[config.mk]
export PLATFORM = sky130hd
export DESIGN_NAME = lstt_ctrl
export DESIGN_NICKNAME = d
export VERILOG_FILES = /design/src/design/lstt_pkg.sv /design/src/design/lstt_ctrl.sv
export SDC_FILE = /design/constraint.sdc
export NUM_CORES = 1
export LEC_CHECK = 0
export ABC_AREA = 1
export BUFFER_PORTS_ARGS = -buffer_cell sky130_fd_sc_hd__buf_2
export CAP_MARGIN = 40
export CELL_PAD_IN_SITES_DETAIL_PLACEMENT = 0
export CELL_PAD_IN_SITES_GLOBAL_PLACEMENT = 1
export CORE_MARGIN = 2
export CORE_UTILIZATION = 34
export DETAILED_ROUTE_END_ITERATION = 6
export MAX_ROUTING_LAYER = met4
export PLACE_DENSITY_LB_ADDON = 0.25
export SLEW_MARGIN = 10
export SYNTH_ARGS = -nofsm -noshare
export SYNTH_HDL_FRONTEND = slang
export SYNTH_SLANG_ARGS = --single-unit
[constraint.sdc]
create_clock -name clk -period 3.3 [get_ports clk]
set_input_delay 0 -clock clk [delete_from_list [all_inputs] [get_ports clk]]
set_output_delay 0 -clock clk [all_outputs]
set_load 0.02 [all_outputs]
[src/design/lstt_pkg.sv]
// Shared types, constants and handshake structs for the slot table.
package lstt_pkg;

  localparam int SLOTS       = 256;
  localparam int KEY_BITS    = 32;
  localparam int HANDLE_BITS = 16;

  localparam int SLOT_W  = $clog2(SLOTS);
  localparam int CNT_W   = $clog2(SLOTS + 1);
  localparam int LIMIT_W = 9;
  localparam int CMP_W   = ((CNT_W > LIMIT_W) ? CNT_W : LIMIT_W) + 1;
  localparam int CMD_W   = 2;
  localparam int RES_W   = 2;
  localparam int MARK_W  = 2;
  localparam int ENTRY_W = MARK_W + KEY_BITS + HANDLE_BITS;

  localparam int IN_FIELDS_W  = 2 * KEY_BITS + 2 * HANDLE_BITS;
  localparam int IN_DATA_W    = ((IN_FIELDS_W + 7) / 8) * 8;
  localparam int OUT_FIELDS_W = SLOT_W + HANDLE_BITS + CNT_W;
  localparam int OUT_DATA_W   = ((OUT_FIELDS_W + 7) / 8) * 8;
  localparam int OUT_PAD_W    = OUT_DATA_W - OUT_FIELDS_W;

  localparam int APB_AW = 3;
  localparam int APB_DW = 32;
  localparam logic [APB_AW-3:0] REG_LIMIT = '0;
  localparam logic [LIMIT_W-1:0] LIMIT_RESET = LIMIT_W'(120);

  localparam logic [MARK_W-1:0] MARK_EMPTY = 2'd0;
  localparam logic [MARK_W-1:0] MARK_LIVE  = 2'd1;
  localparam logic [MARK_W-1:0] MARK_TOMB  = 2'd2;

  typedef enum logic [CMD_W-1:0] {
    CMD_STORE   = 2'd0,
    CMD_REMOVE  = 2'd1,
    CMD_FIND    = 2'd2,
    CMD_REPLACE = 2'd3
  } cmd_t;

  typedef enum logic [RES_W-1:0] {
    RES_DONE      = 2'd0,
    RES_NOT_FOUND = 2'd1,
    RES_FULL      = 2'd2,
    RES_RESERVED  = 2'd3
  } res_t;

  // Controller to datapath
  typedef struct packed {
    logic req_load;
    logic commit;
    logic set_full;
    logic set_rsv;
    logic rewind;
    logic cpt_move;
    logic clr_step;
    logic cpt_done;
    logic out_load;
  } lstt_cmd_t;

  // Datapath to controller
  typedef struct packed {
    logic full_refuse;
    logic rsv_refuse;
    logic hit;
    logic miss_end;
    logic miss_full;
    logic cpt_req;
    logic ev_last;
    logic w_end;
    logic out_free;
  } lstt_stat_t;

endpackage

[src/design/lstt_ctrl.sv]
// Controller state machine: sequences check, scan, compaction and response.
module lstt_ctrl (
  input  logic                 clk,
  input  logic                 rst_n,
  input  logic                 in_tvalid_i,
  output logic                 in_tready_o,
  input  lstt_pkg::lstt_stat_t stat_i,
  output lstt_pkg::lstt_cmd_t  cmd_o
);

  typedef enum logic [6:0] {
    S_IDLE    = 7'b0000001,
    S_CHECK   = 7'b0000010,
    S_SCAN    = 7'b0000100,
    S_CPRIME  = 7'b0001000,
    S_COMPACT = 7'b0010000,
    S_CLEAR   = 7'b0100000,
    S_RESP    = 7'b1000000
  } state_t;

  state_t state_r;
  state_t state_nxt;

  always_comb begin
    state_nxt   = state_r;
    in_tready_o = 1'b0;
    cmd_o       = '0;
    case (state_r)
      S_IDLE: begin
        in_tready_o = 1'b1;
        if (in_tvalid_i) begin
          cmd_o.req_load = 1'b1;
          state_nxt      = S_CHECK;
        end
      end
      S_CHECK: begin
        if (stat_i.full_refuse) begin
          cmd_o.set_full = 1'b1;
          state_nxt      = S_RESP;
        end else if (stat_i.rsv_refuse) begin
          cmd_o.set_rsv = 1'b1;
          state_nxt     = S_RESP;
        end else begin
          state_nxt = S_SCAN;
        end
      end
      S_SCAN: begin
        if (stat_i.hit) begin
          cmd_o.commit = 1'b1;
          if (stat_i.cpt_req) begin
            cmd_o.rewind = 1'b1;
            state_nxt    = S_CPRIME;
          end else begin
            state_nxt = S_RESP;
          end
        end else if (stat_i.miss_end) begin
          cmd_o.set_full = stat_i.miss_full;
          state_nxt      = S_RESP;
        end
      end
      S_CPRIME: begin
        state_nxt = S_COMPACT;
      end
      S_COMPACT: begin
        cmd_o.cpt_move = 1'b1;
        if (stat_i.ev_last) begin
          state_nxt = S_CLEAR;
        end
      end
      S_CLEAR: begin
        if (stat_i.w_end) begin
          cmd_o.cpt_done = 1'b1;
          state_nxt      = S_RESP;
        end else begin
          cmd_o.clr_step = 1'b1;
        end
      end
      S_RESP: begin
        if (stat_i.out_free) begin
          cmd_o.out_load = 1'b1;
          state_nxt      = S_IDLE;
        end
      end
      default: begin
        state_nxt = S_IDLE;
      end
    endcase
  end

  always_ff @(posedge clk) begin
    if (!rst_n) begin
      state_r <= S_IDLE;
    end else begin
      state_r <= state_nxt;
    end
  end

endmodule

== Yosys cells after proc, flatten, opt, wreduce, memory -nomap -nowiden ==
Cells that the tools add are included.

* Div/mod/pow operators: 0
* $add $sub $neg: 0
* Reductions and logical operators: 1
* Equal/unequal tests: 12
* Bitwise logic cells: 0
* Order comparisons: 0
* Shift operators: 0
* Muxes and demuxes: 31
* Multipliers: 0

{| class="wikitable"
|+ Operator list
! cell !! number
|-
| $mux W7 || 9
|-
| $pmux W7 S7 || 1
|-
| $mux W1 || 19
|-
| $ne A2 B2 Y1 const B || 4
|-
| $eq A7 B1 Y1 const B || 1
|-
| $eq A7 B2 Y1 const B || 1
|-
| $eq A7 B3 Y1 const B || 1
|-
| $eq A7 B4 Y1 const B || 1
|-
| $eq A7 B5 Y1 const B || 1
|-
| $eq A7 B6 Y1 const B || 1
|-
| $eq A7 B7 Y1 const B || 1
|-
| $reduce_and A5 Y1 || 1
|-
| $ne A3 B3 Y1 const B || 1
|-
| $mux W2 || 1
|-
| $pmux W1 S2 || 1
|}

* Latch bits: 0
* Input bits: 12
* Bits in registers: 7
* Output and inout bits: 10
* Logic and storage cells: 45
* ROM bits: 0
* Memories kept: 0
* RAM bits: 0

== Depth between registers and ports, before layout ==
* Word-level depth: 3
* Gate-level depth with buffers: 10
* Gate-level depth less buffers: 10

== Least setup slack after synthesis ==
No wires, ideal clock.

* Path kind: register to register
* From: register state_r[0]
* To: register state_r[0]
* Path buffers: 0
* Setup time: 121 ps
* Stages on the path, launching flop included: 9
* Period minus slack after synthesis: 1,285 ps
* Arrival time: 1,164 ps
* Required time: 3,179 ps
* Path slack: 2,015 ps
* Cells stage by stage: dfxtp_1 -> nor2_1 -> nand3_1 -> nor2_1 -> nor2_1 -> nand2_1 -> nor2_1 -> nand2_1 -> nand3_1

* Longest elaborated chain between the ends: 3
* Elaborated cells on any way between the ends: 14
* Those cells by class: eq/ne: 12; mux: 1; reduce/logical: 1

{| class="wikitable"
|+ RTL lines
! what !! RTL line !! source
|-
| start: declaration || lstt_ctrl.sv:21 || <nowiki>state_t state_r;</nowiki>
|-
| start signal: assignment || lstt_ctrl.sv:94 || <nowiki>state_r <= state_nxt;</nowiki>
|-
| $eq A7 B3 Y1, or another cell as far along || lstt_ctrl.sv:28 || <nowiki>case (state_r)</nowiki>
|-
| $ne A3 B3 Y1 (no source line) or $ne A2 B2 Y1 (tied branches) || n/a ||
|-
| $reduce_and A5 Y1 (no source line) || n/a ||
|}

Parallel ways exist; a longest one is shown, timed or not.
A chain may end at the register's enable or synchronous reset.

==> flow_summary.toml <==
[final_layout]
final_core_util_pct = 45.8
final_cell_mix = "buf_2 (21), nor2_1 (18), nand2_1 (17)"
regMostFlops = "state_r"
stdcell_count = 152
antenna_cells = 0
area_growth_pct = 27.9
largest_reg_flops = 7
nets = 140
fillCellCount = 191
layout_commonest_cell = "buf_2"
drive_gt1_share_pct = 37.0
reg.largest.list = "state_r (7)"

[global_routing]
grt_pass1_vias = 574
grt_overflow = 0
grt_max_degree = 7
grt_pass1_wl_microns = 2350
antenna_found_initial = 0
track_usage_pct = 15.6

[logic_synthesis]
ys_types = 18
synth_cells = 101
ys_ff_latch = 7
avgSynthCellArea_sq_um = 6.12
ys_seq_area_share_pct = 22.7
syn_nets = 113
syn_area_sq_um = 618
ys.warnings.count = 0

[pwr]
power.static_leakage_nw = 0.450
p_clk_share_pct = 14.9
combPwrFrac_pct = 60.9
power_density_nw_per_um2 = 673
p_sw_share_pct = 50.4
ir_worst_vdd_v = 0.000213
seqPwrFrac_pct = 24.2
switching_power_mw = 0.268
internal_power_mw = 0.264

[drt]
drc_errors = 0
routed_wl_microns = 1470
ant_nets = 0
first_pass_iters = 4
first_iter_violations = 10
vias_per_cell = 4.40
num_vias = 669
wl_per_cell_microns = 9.65

[setup_path]
reg2reg_to = "state_r[5]"
critPathKind = "reg -> out"
required_ps = 3300
r2r_setup_slack_ps = 2010
cp.arrival_ps = 1450
rr_worst_depth = 8
cp-start-kind = "flop"
path_max_fanout = 6
rr_startpoint = "state_r[2]"
cp-end-kind = "output pin"

[flow_run]
drv_cap = 0

[sta]
maxSlewHeadroom_pct = 84.4
slew_viol_final = 0
clock.fmax_ghz = 0.692
setup_viol = 0
tns_ps = 0
worst_hold_slack_ps = 51.7
skew_ps = 4.61
fin_crit_sh_pct = 43.8
rsz0062_at_grt = "no"
tightest_slew_ps = 233
min_period_ps = 1440
final_hold_viol_count = 0

[floorplan]
die_w_microns = 46.6
dieArea_sq_um = 2170
fp.dieH_microns = 46.6
ios = 22
core-area_sq_um = 1730
start_util_pct = 35.8
fp-row-count = 15

[cts]
cts_max_path_buffers = 2
cts.sinks = 7
cts.repair.resized = 0
cts_buffers = 3
cts_tree = "built"
cts_max_level = 1
root_buffer = "clkbuf_4"
insertion_delay_ps = 260
clkTransAtPathRegs_ps = 50

[outcome]
status = "completed"

[placement]
dp_cells = 147
dp_hpwl_microns = 1240
gp_congestion = 0.802
io_buffers = 21

[hold_path]
hold_end = "state_r[2]"
hp-start = "stat_i[7]"
hold_depth = 4
worstHoldPathType = "in -> reg"
-- power by group through the flow --
stage | clock (mW) | sequential, mW | combinational [mW]
after CTS | 0.0807 | 0.129 | 0.327
after detailed placement | 0 | 0.131 | 0.325
after global routing | 0.0864 | 0.133 | 0.362
after global placement | 0 | 0.129 | 0.330
after floorplan | 0 | 0.126 | 0.260
final | 0.0791 | 0.129 | 0.324
-- layout make-up --
type	instances	area [sq um]	area share, %
multi-input combinational	70	385	48.7
sequential	7	140	17.7
timing repair buffer	22	115	14.6
inverter	24	92.6	11.7
tap	25	31.3	3.96
clock buffer	4	26.3	3.32
-- worst max path at each step --
| stage | from | end | cells past startpoint |
|---|---|---|---|
| floorplan | state_r[0] | state_r[0] | 8 |
| global placement | state_r[2] | state_r[5] | 8 |
| detailed placement | state_r[2] | state_r[5] | 8 |
| CTS | state_r[5] | cmd_o[5] | 6 |
| global route | state_r[5] | cmd_o[5] | 6 |
| finish | state_r[5] | cmd_o[4] | 6 |
-- metal layers --
layer / track usage [%] / vias up / part of all wire, %
met1: 20.2 / 280 / 48
li1: - / 364 / -
met5: - / - / 0
met3: 5.88 / 2 / 7.4
met2: 23.9 / 23 / 44
met4: 1.67 / 0 / 0.89
-- cells in the mapped netlist --
| library cell | n | area share [%] |
|---|---|---|
| nor2_4 | 2 | 3.6 |
| o22ai_1 | 1 | 1.0 |
| o21bai_1 | 1 | 1.2 |
| nor3_2 | 2 | 3.2 |
| dfxtp_1 | 7 | 23 |
| nand2_1 | 17 | 10 |
| nor3_1 | 2 | 1.6 |
| a21oi_1 | 2 | 1.6 |
| nand2_2 | 3 | 3.0 |
| nand3_4 | 2 | 5.7 |
| inv_2 | 7 | 4.3 |
| nor2_1 | 18 | 11 |
| inv_1 | 16 | 9.7 |
| nor2_2 | 2 | 2.0 |
| inv_4 | 1 | 1.0 |
| nor4_1 | 1 | 1.0 |
| nand3_1 | 13 | 11 |
| nand3_2 | 4 | 6.5 |
-- cells by family after synthesis --
group | share of synthesized area (%)
compound gates | 3.85
flops | 22.7
buf+inv | 15.0
simple gates | 58.5
-- per-stage QoR --
step | cell area, sq um | total power [mW] | setup slack [ps]
6_report | 791 | 0.532 | 1860
5_1_grt | 791 | 0.582 | 1750
2_1_floorplan | 618 | 0.386 | 2020
3_5_place_dp | 754 | 0.456 | 2020
4_1_cts | 791 | 0.537 | 1870
3_3_place_gp | 754 | 0.458 | 2030
-- critical path, stage by stage (launching register included) --
cell and delay (ps):
dfxtp_1 340, inv_2 110, nand3_4 100, inv_4 90
nand2_1 110, nor2_1 220, buf_2 210
-- timing repair --
| action | in CTS | in global routing |
|---|---|---|
| endpoints found under the hold margin | 1 | 0 |
| hold buffers | 1 | 0 |
| setup buffers | 0 | 0 |
(Power assumes the default switching activity.)
